`config.mk`:
```
export PLATFORM = sky130hd
export DESIGN_NAME = integer_matrix_determinant
export DESIGN_NICKNAME = d
export VERILOG_FILES = /design/src/rtl/imd_pkg.sv /design/src/rtl/imd_datapath.sv /design/src/rtl/imd_ctrl.sv /design/src/rtl/integer_matrix_determinant.sv
export SDC_FILE = /design/constraint.sdc
export NUM_CORES = 2
export LEC_CHECK = 0
export BUFFER_PORTS_ARGS = -buffer_cell sky130_fd_sc_hd__buf_2
export CAP_MARGIN = 40
export CORE_MARGIN = 2
export CORE_UTILIZATION = 44
export DETAILED_ROUTE_END_ITERATION = 10
export PLACE_DENSITY = 0.64
export RECOVER_POWER = 100
export REMOVE_ABC_BUFFERS = 1
export SYNTH_ARGS = -nofsm -noshare
export SYNTH_HDL_FRONTEND = slang
export SYNTH_SLANG_ARGS = --single-unit
```
`constraint.sdc`:
```
create_clock -name i_clk -period 6.5 [get_ports i_clk]
set_input_delay 0.975 -clock i_clk [delete_from_list [all_inputs] [get_ports i_clk]]
set_output_delay 0.975 -clock i_clk [all_outputs]
set_load 0.1 [all_outputs]
```
`src/rtl/imd_pkg.sv`:
```
// shared types and constants for the integer matrix determinant block
`timescale 1ns / 1ps
`default_nettype none

package imd_pkg;

    // width of the determinant result and of every stored minor
    localparam int DET_BITS = 50;

    // width of the matrix size register
    localparam int SIZE_BITS = 3;

    // commands from the sequencer to the datapath
    typedef struct packed {
        logic elem_wr;     // store the transferred element
        logic acc_clear;   // zero the accumulator
        logic term_valid;  // issued column belongs to the current minor
        logic term_sign;   // subtract this term
        logic minor_wr;    // save the accumulator as the current minor
        logic out_load;    // move the accumulator into the output register
    } t_dp_cmd;

endpackage

`default_nettype wire

```
`src/rtl/imd_datapath.sv`:
```
// datapath: element store, minor store, shared multiplier and accumulator
`timescale 1ns / 1ps
`default_nettype none

module imd_datapath import imd_pkg::*; #(
    parameter int MAX_ORDER    = 4,
    parameter int ELEMENT_BITS = 12
) (
    input  wire                                            i_clk,
    input  wire                                            i_rst_n,
    input  t_dp_cmd                                        i_cmd,
    input  wire [((MAX_ORDER*MAX_ORDER > 1) ? $clog2(MAX_ORDER*MAX_ORDER) : 1)-1:0] i_elem_wr_addr,
    input  wire [((MAX_ORDER*MAX_ORDER > 1) ? $clog2(MAX_ORDER*MAX_ORDER) : 1)-1:0] i_elem_rd_addr,
    input  wire signed [ELEMENT_BITS-1:0]                  i_element_value,
    input  wire [MAX_ORDER-1:0]                            i_minor_rd_addr,
    input  wire [MAX_ORDER-1:0]                            i_minor_wr_addr,
    output logic signed [DET_BITS-1:0]                     o_determinant
);

    localparam int STORE_DEPTH = MAX_ORDER * MAX_ORDER;
    localparam int MINOR_DEPTH = 1 << MAX_ORDER;

    logic signed [ELEMENT_BITS-1:0] r_elem_mem [STORE_DEPTH];
    logic signed [DET_BITS-1:0]     r_minor_mem [MINOR_DEPTH];

    // read stage
    logic signed [ELEMENT_BITS-1:0] r_elem_rd;
    logic signed [DET_BITS-1:0]     r_minor_rd;
    logic                           r_s1_valid;
    logic                           r_s1_sign;
    logic                           r_s1_base;

    // multiply stage
    logic signed [DET_BITS-1:0]     r_prod;
    logic                           r_s2_valid;
    logic                           r_s2_sign;

    logic signed [DET_BITS-1:0]     r_acc;
    logic signed [DET_BITS-1:0]     r_out;

    logic signed [DET_BITS-1:0]              w_minor_op;
    logic signed [ELEMENT_BITS+DET_BITS-1:0] w_prod_full;

    // element store: written on input transfers, read during expansion
    always_ff @(posedge i_clk) begin
        if (i_cmd.elem_wr) begin
            r_elem_mem[i_elem_wr_addr] <= i_element_value;
        end
        r_elem_rd <= r_elem_mem[i_elem_rd_addr];
    end

    // minor store indexed by the column set of the minor
    always_ff @(posedge i_clk) begin
        if (i_cmd.minor_wr) begin
            r_minor_mem[i_minor_wr_addr] <= r_acc;
        end
        r_minor_rd <= r_minor_mem[i_minor_rd_addr];
        r_s1_sign  <= i_cmd.term_sign;
        r_s1_base  <= (i_minor_rd_addr == '0);
    end

    // the empty minor has determinant one
    assign w_minor_op  = r_s1_base ? DET_BITS'(1) : r_minor_rd;
    assign w_prod_full = r_elem_rd * w_minor_op;

    always_ff @(posedge i_clk) begin
        r_prod    <= w_prod_full[DET_BITS-1:0];
        r_s2_sign <= r_s1_sign;
    end

    always_ff @(posedge i_clk) begin
        if (!i_rst_n) begin
            r_s1_valid <= 1'b0;
            r_s2_valid <= 1'b0;
        end else begin
            r_s1_valid <= i_cmd.term_valid;
            r_s2_valid <= r_s1_valid;
        end
    end

    always_ff @(posedge i_clk) begin
        if (i_cmd.acc_clear) begin
            r_acc <= '0;
        end else if (r_s2_valid) begin
            if (r_s2_sign) begin
                r_acc <= r_acc - r_prod;
            end else begin
                r_acc <= r_acc + r_prod;
            end
        end
    end

    always_ff @(posedge i_clk) begin
        if (i_cmd.out_load) begin
            r_out <= r_acc;
        end
    end

    assign o_determinant = r_out;

endmodule

`default_nettype wire

```
`src/rtl/imd_ctrl.sv`:
```
// sequencer: load counter, size register and expansion control
`timescale 1ns / 1ps
`default_nettype none

module imd_ctrl import imd_pkg::*; #(
    parameter int MAX_ORDER = 4
) (
    input  wire                                            i_clk,
    input  wire                                            i_rst_n,
    input  wire                                            i_cfg_wr_en,
    input  wire [SIZE_BITS-1:0]                            i_cfg_wr_data,
    input  wire                                            i_in_valid,
    output logic                                           o_in_stall,
    output logic                                           o_out_valid,
    input  wire                                            i_out_stall,
    output t_dp_cmd                                        o_cmd,
    output logic [((MAX_ORDER*MAX_ORDER > 1) ? $clog2(MAX_ORDER*MAX_ORDER) : 1)-1:0] o_elem_wr_addr,
    output logic [((MAX_ORDER*MAX_ORDER > 1) ? $clog2(MAX_ORDER*MAX_ORDER) : 1)-1:0] o_elem_rd_addr,
    output logic [MAX_ORDER-1:0]                           o_minor_rd_addr,
    output logic [MAX_ORDER-1:0]                           o_minor_wr_addr
);

    localparam int STORE_DEPTH = MAX_ORDER * MAX_ORDER;
    localparam int ADDR_W      = (STORE_DEPTH > 1) ? $clog2(STORE_DEPTH) : 1;
    localparam int CNT_W       = $clog2(STORE_DEPTH + 1);
    localparam int ORD_W       = $clog2(MAX_ORDER + 1);
    localparam int COL_W       = (MAX_ORDER > 1) ? $clog2(MAX_ORDER) : 1;

    localparam logic [2:0] S_LOAD   = 3'd0;
    localparam logic [2:0] S_ISSUE  = 3'd1;
    localparam logic [2:0] S_DRAIN  = 3'd2;
    localparam logic [2:0] S_WRITE  = 3'd3;
    localparam logic [2:0] S_FINISH = 3'd4;

    logic [2:0]           r_state, n_state;
    logic [SIZE_BITS-1:0] r_size;
    logic [CNT_W-1:0]     r_count, n_count;
    logic [MAX_ORDER-1:0] r_mask, n_mask;
    logic [COL_W-1:0]     r_col, n_col;
    logic                 r_drain, n_drain;
    logic                 r_out_valid, n_out_valid;

    logic [ORD_W-1:0]     w_order;
    logic [ORD_W-1:0]     w_pop;
    logic [ORD_W-1:0]     w_low_pop;
    logic [ORD_W-1:0]     w_row;
    logic [MAX_ORDER-1:0] w_full;
    logic [CNT_W-1:0]     w_total;
    logic [CNT_W-1:0]     w_count_inc;
    logic                 w_in_xfer;
    logic                 w_col_last;
    logic                 w_mask_last;
    logic                 w_out_free;
    t_dp_cmd              w_cmd;

    // order in force, clamped into 1..MAX_ORDER
    always_comb begin
        if (r_size == '0) begin
            w_order = ORD_W'(1);
        end else if (int'(r_size) > MAX_ORDER) begin
            w_order = ORD_W'(MAX_ORDER);
        end else begin
            w_order = ORD_W'(r_size);
        end
    end

    // set size, set bits below the column, full column set
    always_comb begin
        w_pop     = '0;
        w_low_pop = '0;
        for (int i = 0; i < MAX_ORDER; i++) begin
            w_pop = w_pop + ORD_W'(r_mask[i]);
            if (i < int'(r_col)) begin
                w_low_pop = w_low_pop + ORD_W'(r_mask[i]);
            end
            w_full[i] = (i < int'(w_order));
        end
    end

    assign w_row       = w_order - w_pop;
    assign w_total     = CNT_W'(int'(w_order) * int'(w_order));
    assign w_count_inc = r_count + CNT_W'(1);
    assign w_in_xfer   = i_in_valid && !o_in_stall;
    assign w_col_last  = (int'(r_col) == int'(w_order) - 1);
    assign w_mask_last = (r_mask == w_full);
    assign w_out_free  = !r_out_valid || !i_out_stall;

    assign o_elem_wr_addr  = r_count[ADDR_W-1:0];
    assign o_elem_rd_addr  = ADDR_W'(int'(w_row) * int'(w_order) + int'(r_col));
    assign o_minor_rd_addr = r_mask & ~(MAX_ORDER'(1) << r_col);
    assign o_minor_wr_addr = r_mask;

    always_comb begin
        n_state     = r_state;
        n_count     = r_count;
        n_mask      = r_mask;
        n_col       = r_col;
        n_drain     = r_drain;
        n_out_valid = r_out_valid;
        w_cmd       = '0;

        if (r_out_valid && !i_out_stall) begin
            n_out_valid = 1'b0;
        end

        unique case (r_state)
            S_LOAD: begin
                if (w_in_xfer) begin
                    w_cmd.elem_wr = 1'b1;
                    if (w_count_inc >= w_total) begin
                        n_count       = '0;
                        n_mask        = MAX_ORDER'(1);
                        n_col         = '0;
                        w_cmd.acc_clear = 1'b1;
                        n_state       = S_ISSUE;
                    end else begin
                        n_count = w_count_inc;
                    end
                end
            end
            S_ISSUE: begin
                w_cmd.term_valid = r_mask[r_col];
                w_cmd.term_sign  = w_low_pop[0];
                if (w_col_last) begin
                    n_drain = 1'b0;
                    n_state = S_DRAIN;
                end else begin
                    n_col = r_col + COL_W'(1);
                end
            end
            S_DRAIN: begin
                n_drain = 1'b1;
                if (r_drain) begin
                    n_state = w_mask_last ? S_FINISH : S_WRITE;
                end
            end
            S_WRITE: begin
                w_cmd.minor_wr  = 1'b1;
                w_cmd.acc_clear = 1'b1;
                n_mask          = r_mask + MAX_ORDER'(1);
                n_col           = '0;
                n_state         = S_ISSUE;
            end
            S_FINISH: begin
                if (w_out_free) begin
                    w_cmd.out_load = 1'b1;
                    n_out_valid    = 1'b1;
                    n_state        = S_LOAD;
                end
            end
            default: begin
                n_state = S_LOAD;
            end
        endcase
    end

    always_ff @(posedge i_clk) begin
        if (!i_rst_n) begin
            r_state     <= S_LOAD;
            r_size      <= SIZE_BITS'(4);
            r_count     <= '0;
            r_mask      <= '0;
            r_col       <= '0;
            r_drain     <= 1'b0;
            r_out_valid <= 1'b0;
        end else begin
            r_state     <= n_state;
            r_count     <= n_count;
            r_mask      <= n_mask;
            r_col       <= n_col;
            r_drain     <= n_drain;
            r_out_valid <= n_out_valid;
            if (i_cfg_wr_en) begin
                r_size <= i_cfg_wr_data;
            end
        end
    end

    assign o_in_stall  = (r_state != S_LOAD);
    assign o_out_valid = r_out_valid;
    assign o_cmd       = w_cmd;

endmodule

`default_nettype wire

```
`src/rtl/integer_matrix_determinant.sv`:
```
// top level of the integer matrix determinant block
`timescale 1ns / 1ps
`default_nettype none

// channel   | valid       | stall        | payload
// ----------+-------------+--------------+-------------------------------------
// input     | i_in_valid  | o_in_stall   | i_element_value (row-major element)
// output    | o_out_valid | i_out_stall  | o_determinant (exact determinant)
// config    | i_cfg_wr_en | -            | i_cfg_wr_data (matrix order)
//
// loading accepts one element transfer per cycle, no gap between elements
// after the last element of an order-n matrix the expansion makes
// one pass per column subset through the single shared multiplier,
// with n issue slots plus drain and write-back
// input stalls from the last element until the result enters the output register
// a result waiting on i_out_stall does not block loading of the next matrix
// reset sets the order to 4 and empties the load counter and output; stores keep contents

module integer_matrix_determinant import imd_pkg::*; #(
    parameter int MAX_ORDER    = 4,
    parameter int ELEMENT_BITS = 12
) (
    input  wire                           i_clk,
    input  wire                           i_rst_n,
    // configuration write
    input  wire                           i_cfg_wr_en,
    input  wire [SIZE_BITS-1:0]           i_cfg_wr_data,
    // element input
    input  wire                           i_in_valid,
    output logic                          o_in_stall,
    input  wire signed [ELEMENT_BITS-1:0] i_element_value,
    // determinant output
    output logic                          o_out_valid,
    input  wire                           i_out_stall,
    output logic signed [DET_BITS-1:0]    o_determinant
);

    localparam int STORE_DEPTH = MAX_ORDER * MAX_ORDER;
    localparam int ADDR_W      = (STORE_DEPTH > 1) ? $clog2(STORE_DEPTH) : 1;

    t_dp_cmd              w_cmd;
    logic [ADDR_W-1:0]    w_elem_wr_addr;
    logic [ADDR_W-1:0]    w_elem_rd_addr;
    logic [MAX_ORDER-1:0] w_minor_rd_addr;
    logic [MAX_ORDER-1:0] w_minor_wr_addr;

    // sequencer: walks column subsets in increasing order so every
    // smaller minor is already stored when a larger one needs it
    imd_ctrl #(
        .MAX_ORDER (MAX_ORDER)
    ) u_ctrl (
        .i_clk           (i_clk),
        .i_rst_n         (i_rst_n),
        .i_cfg_wr_en     (i_cfg_wr_en),
        .i_cfg_wr_data   (i_cfg_wr_data),
        .i_in_valid      (i_in_valid),
        .o_in_stall      (o_in_stall),
        .o_out_valid     (o_out_valid),
        .i_out_stall     (i_out_stall),
        .o_cmd           (w_cmd),
        .o_elem_wr_addr  (w_elem_wr_addr),
        .o_elem_rd_addr  (w_elem_rd_addr),
        .o_minor_rd_addr (w_minor_rd_addr),
        .o_minor_wr_addr (w_minor_wr_addr)
    );

    // datapath: each term is element times stored minor, summed with
    // alternating sign into the minor of the next larger column set
    imd_datapath #(
        .MAX_ORDER    (MAX_ORDER),
        .ELEMENT_BITS (ELEMENT_BITS)
    ) u_datapath (
        .i_clk           (i_clk),
        .i_rst_n         (i_rst_n),
        .i_cmd           (w_cmd),
        .i_elem_wr_addr  (w_elem_wr_addr),
        .i_elem_rd_addr  (w_elem_rd_addr),
        .i_element_value (i_element_value),
        .i_minor_rd_addr (w_minor_rd_addr),
        .i_minor_wr_addr (w_minor_wr_addr),
        .o_determinant   (o_determinant)
    );

endmodule

`default_nettype wire
```
; ---- Yosys cells after proc, flatten, opt, wreduce, memory -nomap -nowiden
; Memory sizes are Yosys's and may differ from the RTL's. A register that Yosys moved wholly into a read port is not among the register bits.
; Cells that the tools add are included.
[word_totals]
input_bits = 20
n_memories = 2
ram_bits = 992
regBits = 174
elab_cells = 117
[mem_list]
columns = name, words, width, rd, rd_clocked_by_memory_dff, write_ports, line
row1 = u_datapath.r_minor_mem, 16, 50, 1, 1, 1, imd_datapath.sv:24  ; logic signed [DET_BITS-1:0] r_minor_mem [MINOR_DEPTH];
row2 = u_datapath.r_elem_mem, 16, 12, 1, 1, 1, imd_datapath.sv:23  ; logic signed [ELEMENT_BITS-1:0] r_elem_mem [STORE_DEPTH];
[op_classes]
mux = 40
n_addsub = 13
n_lt_le_gt_ge = 10
eq_ne = 12
n_reduce_logical = 19
bitwise_logic = 2
shift = 1
mul = 3
[ops]
columns = cell, count
row1 = $mux 50, 2
row2 = $add 50x50->50, 1
row3 = $mul 12x50->50, 1
row4 = $sub 50x50->50, 1
row5 = $eq 3x32->1, 1
row6 = $mux 3, 8
row7 = $mux 1, 17
row8 = $pmux 3 s5, 1
row9 = $ne 2x1->1 const B, 5
row10 = $mux 2, 4
row11 = $mux 4, 2
row12 = $pmux 4 s2, 1
row13 = $add 3x1->3, 2
row14 = $eq 3x2->1 const B, 2
row15 = $logic_not 3->1, 2
row16 = $lt 1x3->1 const A, 2
row17 = $lt 2x3->1 const A, 2
row18 = $pmux 2 s3, 1
row19 = $reduce_and 2->1, 3
row20 = $reduce_bool 3->1, 2
row21 = $add 5x1->5 const B, 1
row22 = $ge 5x5->1, 1
row23 = $mul 3x3->5, 1
row24 = $mux 5, 1
row25 = 29 further kinds, 36

; ---- Longest topological paths before layout
[logic_depth]
word_depth = 10
mapped_depth = 27
ltp_nobuf = 23

; ---- Hierarchy
; A second synthesis with hierarchy kept.
[hier_totals]
cells_unflattened = 4467
hier_area_um2 = 64629.5
[modules_own_cells]
columns = mod, seq_area_each_um2, area_per_inst_um2, cells_per_inst, n_inst
row1 = imd_datapath, 34633.2, 62847.8, 4262, 1
row2 = imd_ctrl, 380.4, 1781.7, 205, 1

; ---- Worst setup path after synthesis
; Ideal clock, no wire load.
[synth_path]
kind = flip-flop to flip-flop
startpoint = register u_datapath.r_s1_base
endpoint = register u_datapath.r_prod[40]
path_slack_ps = 550
required_time_ps = 6377
stages_incl_launch_ff = 25
setup_ps = 123
t_arrival_ps = 5827
n_path_buf = 3
cell_sequence = dfxtp_1 -> clkbuf_1 -> clkbuf_1 -> nor2b_1 -> clkbuf_1 -> nand2_1 -> fa_1 -> fa_1 -> inv_1 -> fa_1 -> fa_1 -> inv_1 -> fa_1 -> inv_1 -> ha_1 -> a2111oi_0 -> o21a_1 -> nor3_2 -> a21oi_2 -> o311ai_1 -> a21oi_1 -> nor2_1 -> a211oi_1 -> o21ai_1 -> xor2_1
[synth_via]
elab_chain_cells = 2
[synth_rtl]
columns = item, line
row1 = from (decl), imd_datapath.sv:31  ; logic r_s1_base;
row2 = from (signal assigned), imd_datapath.sv:59  ; r_s1_base <= (i_minor_rd_addr == '0);
row3 = $mux 50, imd_datapath.sv:63  ; assign w_minor_op = r_s1_base ? DET_BITS'(1) : r_minor_rd;
row4 = $mul 12x50->50, imd_datapath.sv:64  ; assign w_prod_full = r_elem_rd * w_minor_op;
row5 = net u_datapath.w_prod_full[40], imd_datapath.sv:42  ; logic signed [ELEMENT_BITS+DET_BITS-1:0] w_prod_full;
row6 = to (signal assigned), imd_datapath.sv:67  ; r_prod <= w_prod_full[DET_BITS-1:0];
row7 = to (decl), imd_datapath.sv:34  ; logic signed [DET_BITS-1:0] r_prod;
; The timed path passes the listed nets, and every way through them passes these cells.
; A chain may end at the register's enable or synchronous reset.

; ---- Worst setup path in the final report
; Same ends and word-level chain as after synthesis.

==> metrics.cfg <==
[worst_setup_path]
end_kind = register
path_cells = buf_12 -> nor2b_1 -> buf_12 -> nand2_1 -> fa_1 -> fa_1 -> inv_1 -> fa_1 -> fa_1 -> inv_1 -> fa_1 -> inv_1 -> ha_1 -> a2111oi_2 -> o21a_1 -> nor3_2 -> a21oi_2 -> o311ai_1 -> a21oi_1 -> nor2_1 -> a211oi_2 -> o21ai_1 -> xor2_1
worstSetupPathType = reg2reg
crit_fanout = 19
required_ps = 7100
cp_common_cell = fa_1
critPathSlowestCell = fa_1
arrival_ps = 6830
startpoint_type = register
cp_slowest_stage_delay_ps = 500

[floorplan]
core.rowCount = 141
coreArea_um2 = 148000
initial_core_util = 0.443
io-pin-count = 72
dieArea_um2 = 152000
fp.dieH_um = 390
die_x_um = 390

[status]
outcome = finished, violations left
violations = max-capacitance violations, max-slew violations

[sta]
fin_crit_ps = 6230
hold_viol = 0
skew_ps = 95.3
setup_viol = 0
relSlewSlack = -1.58
slew_violations = 903
period_share = 0.958
tightest_slew_ps = 3870
max_freq_ghz = 0.161
setup_tns_ps = 0

[clock_tree]
numCtsBuffers = 120
cts_tree = done
cts.sinks = 1228
clk_latency_ps = 780
clk_pin_slew_ps = 60
cts_root_buffer = clkbuf_16
cts_htree_levels = 3
clock_path_buffers = 3

[logic_synthesis]
synth_cell_types = 82
ys_ff_latch = 1228
synthFlopType = edfxtp_1
ys_seq_area_frac = 0.535
synth_edf_count = 1042
synth_warnings = 0
avgSynthCellArea_um2 = 13.7
synthArstFlopShare = 0
synth.cell_area_um2 = 65500
syn_inst = 4767

[route]
drt_iter0_markers = 3436
route.detailed.drc = 0
via_per_inst = 5.51
wl_per_cell_um = 22.9
antenna_left = 0
routed_wl_mm = 158
first_pass_iters = 5
via_count = 38100

[power]
power_frac_seq = 0.489
power.density_nw_per_um2 = 252
clock_power_share = 0.397
combinationalPowerShare = 0.114
p_sw_frac = 0.251
p_leak_nw = 26.7
internal_power_mw = 13.7
p_switching_mw = 4.59
vdd.ir_drop.worst_v = 0.000240

[finish]
area_growth_pct = 11.0
final_nets = 5513
finish.utilization = 0.492
fill_cells = 12700
final_common_cell = edfxtp_1
layout_common_cells = edfxtp_1 (1,042), nand2_1 (558), inv_1 (545), fa_1 (426), mux4_2 (260)
layout-drive-gt1-share = 0.123

[run]
maxCapViolations = 27

[place]
dp_hpwl_mm = 106
gp_congestion = 0.893
io_buffers = 71

[grt]
first_global_vias = 39200
antenna_found_initial = 6
overflow = 0
grt_use_total = 0.210
grt_pass1_wl_mm = 241
grt_max_degree = 106

[hold_path]
hold_path_class = reg2reg

## Yosys cell counts, types with 11 or more instances
master	n	area share
a211oi_1	66	0.0076
a21o_1	75	0.0086
a21oi_1	112	0.0086
a31oi_1	68	0.0065
and2_1	165	0.016
and3_1	43	0.0041
buf_1	22	0.0013
buf_2	34	0.0026
clkbuf_1	185	0.011
dfxtp_1	186	0.057
edfxtp_1	1042	0.48
fa_1	426	0.13
ha_1	194	0.037
inv_1	545	0.031
mux2i_1	36	0.0055
mux4_2	260	0.089
nand2_1	559	0.032
nand2b_1	17	0.0016
nand3_1	27	0.0021
nand4_1	19	0.0018
nor2_1	195	0.011
nor2b_1	65	0.0062
nor3_1	34	0.0026
nor4_1	13	0.0012
o21a_1	13	0.0015
o21ai_0	50	0.0038
o21ai_1	11	0.00084
o21bai_1	15	0.0017
or3_1	15	0.0014
xnor2_1	128	0.017
xor2_1	40	0.0054
## kinds of logic (layout without fill, tap and decap cells)
kind of cell / count (synthesis) / after routing / share of synthesized area
AOI/OAI and AO/OA: 480 / 480 / 0.0498
xor gates and xnor gates: 168 / 168 / 0.0225
adders and majority gates: 620 / 620 / 0.167
buffers and inverters: 791 / 1003 / 0.0463
DFF: 1228 / 1228 / 0.535
muxes: 296 / 296 / 0.0950
other: 1 / 3 / 0.0000573
and+or+nand+nor: 1183 / 1183 / 0.0841
## routing by layer
layer  wire length (um)  GRT usage
met2              79100      0.359
met3               8720     0.0248
met5                  0          0
met4               3180     0.0483
met1              67100      0.289
## sequential cells by signal, indices dropped and copies added, names as in the netlist
signal	cells
u_datapath.o_determinant	50
u_ctrl.r_size	3
u_datapath.r_s2_valid	1
u_datapath.r_minor_mem	800
u_ctrl.o_minor_wr_addr	4
u_datapath.r_elem_rd	12
u_ctrl.r_state	3
u_datapath.r_prod	50
u_datapath.r_s1_valid	1
u_ctrl.r_count	5
u_datapath.r_s1_base	1
u_datapath.r_minor_rd	50
u_datapath.r_acc	50
u_datapath.r_s1_sign	1
u_ctrl.o_out_valid	1
u_ctrl.r_drain	1
u_datapath.r_s2_sign	1
u_ctrl.r_col	2
u_datapath.r_elem_mem	192
## critical path: cells and delay by family, from the launching register on
kind | cells | cell delay (ps)
and+or+nand+nor | 4 | 480
AOI/OAI and AO/OA | 7 | 1730
DFF | 1 | 410
adders and majority gates | 6 | 2830
xor gates and xnor gates | 1 | 150
buffers and inverters | 5 | 510
## per-stage QoR
stage,total power [mW],setup slack (ps),hold slack [ps],std cells,area [um^2]
after global routing,18.9,-81.4,431,6910,72600
after detailed placement,11.2,76.2,389,6679,69200
after CTS,18.4,46.2,395,6907,73300
after floorplan,10.4,-10980,310,4523,64500
final,18.3,273,435,6911,72600
after global placement,11.2,205,382,6655,68700
## repair_timing
| action | 4_1_cts | 5_1_grt |
|---|---|---|
| hold buffers | 0 | 0 |
| endpoints found under the setup margin | 0 | 12 |
| gates resized for setup | 0 | 21 |
| buffers inserted | 0 | 1 |
## power groups by stage
stage                     registers, mW  logic (mW)  clock network, mW
after floorplan                    9.08        1.30                  0
after global placement             9.10        2.06                  0
after detailed placement           9.11        2.08                  0
final                              8.94        2.09               7.26
after CTS                          8.94        2.10               7.38
after global routing               8.95        2.30               7.66
## layout make-up
cell class / count / area, um^2 / area share
Sequential cell: 1228 / 35000 / 0.482
Multi-Input combinational cell: 2748 / 27500 / 0.379
Clock buffer: 167 / 3370 / 0.0464
Antenna cell: 2 / 5.00 / 0.0000689
Tap cell: 1930 / 2410 / 0.0332
Timing Repair Buffer: 228 / 1470 / 0.0202
Clock inverter: 61 / 790 / 0.0109
Inverter: 547 / 2060 / 0.0283
## path summary, 6_finish.rpt
| kind | startpoint | to | slack [ps] | depth (start not counted) |
|---|---|---|---|---|
| max | u_datapath.r_s1_base | u_datapath.r_prod[40] | 270 | 23 |
| min | u_datapath.r_s1_valid | u_datapath.r_s2_valid | 440 | 1 |
| max reg2reg | u_datapath.r_s1_base | u_datapath.r_prod[40] | 270 | 23 |
| min reg2reg | u_datapath.r_s1_valid | u_datapath.r_s2_valid | 440 | 1 |
(Power assumes the default switching activity.)
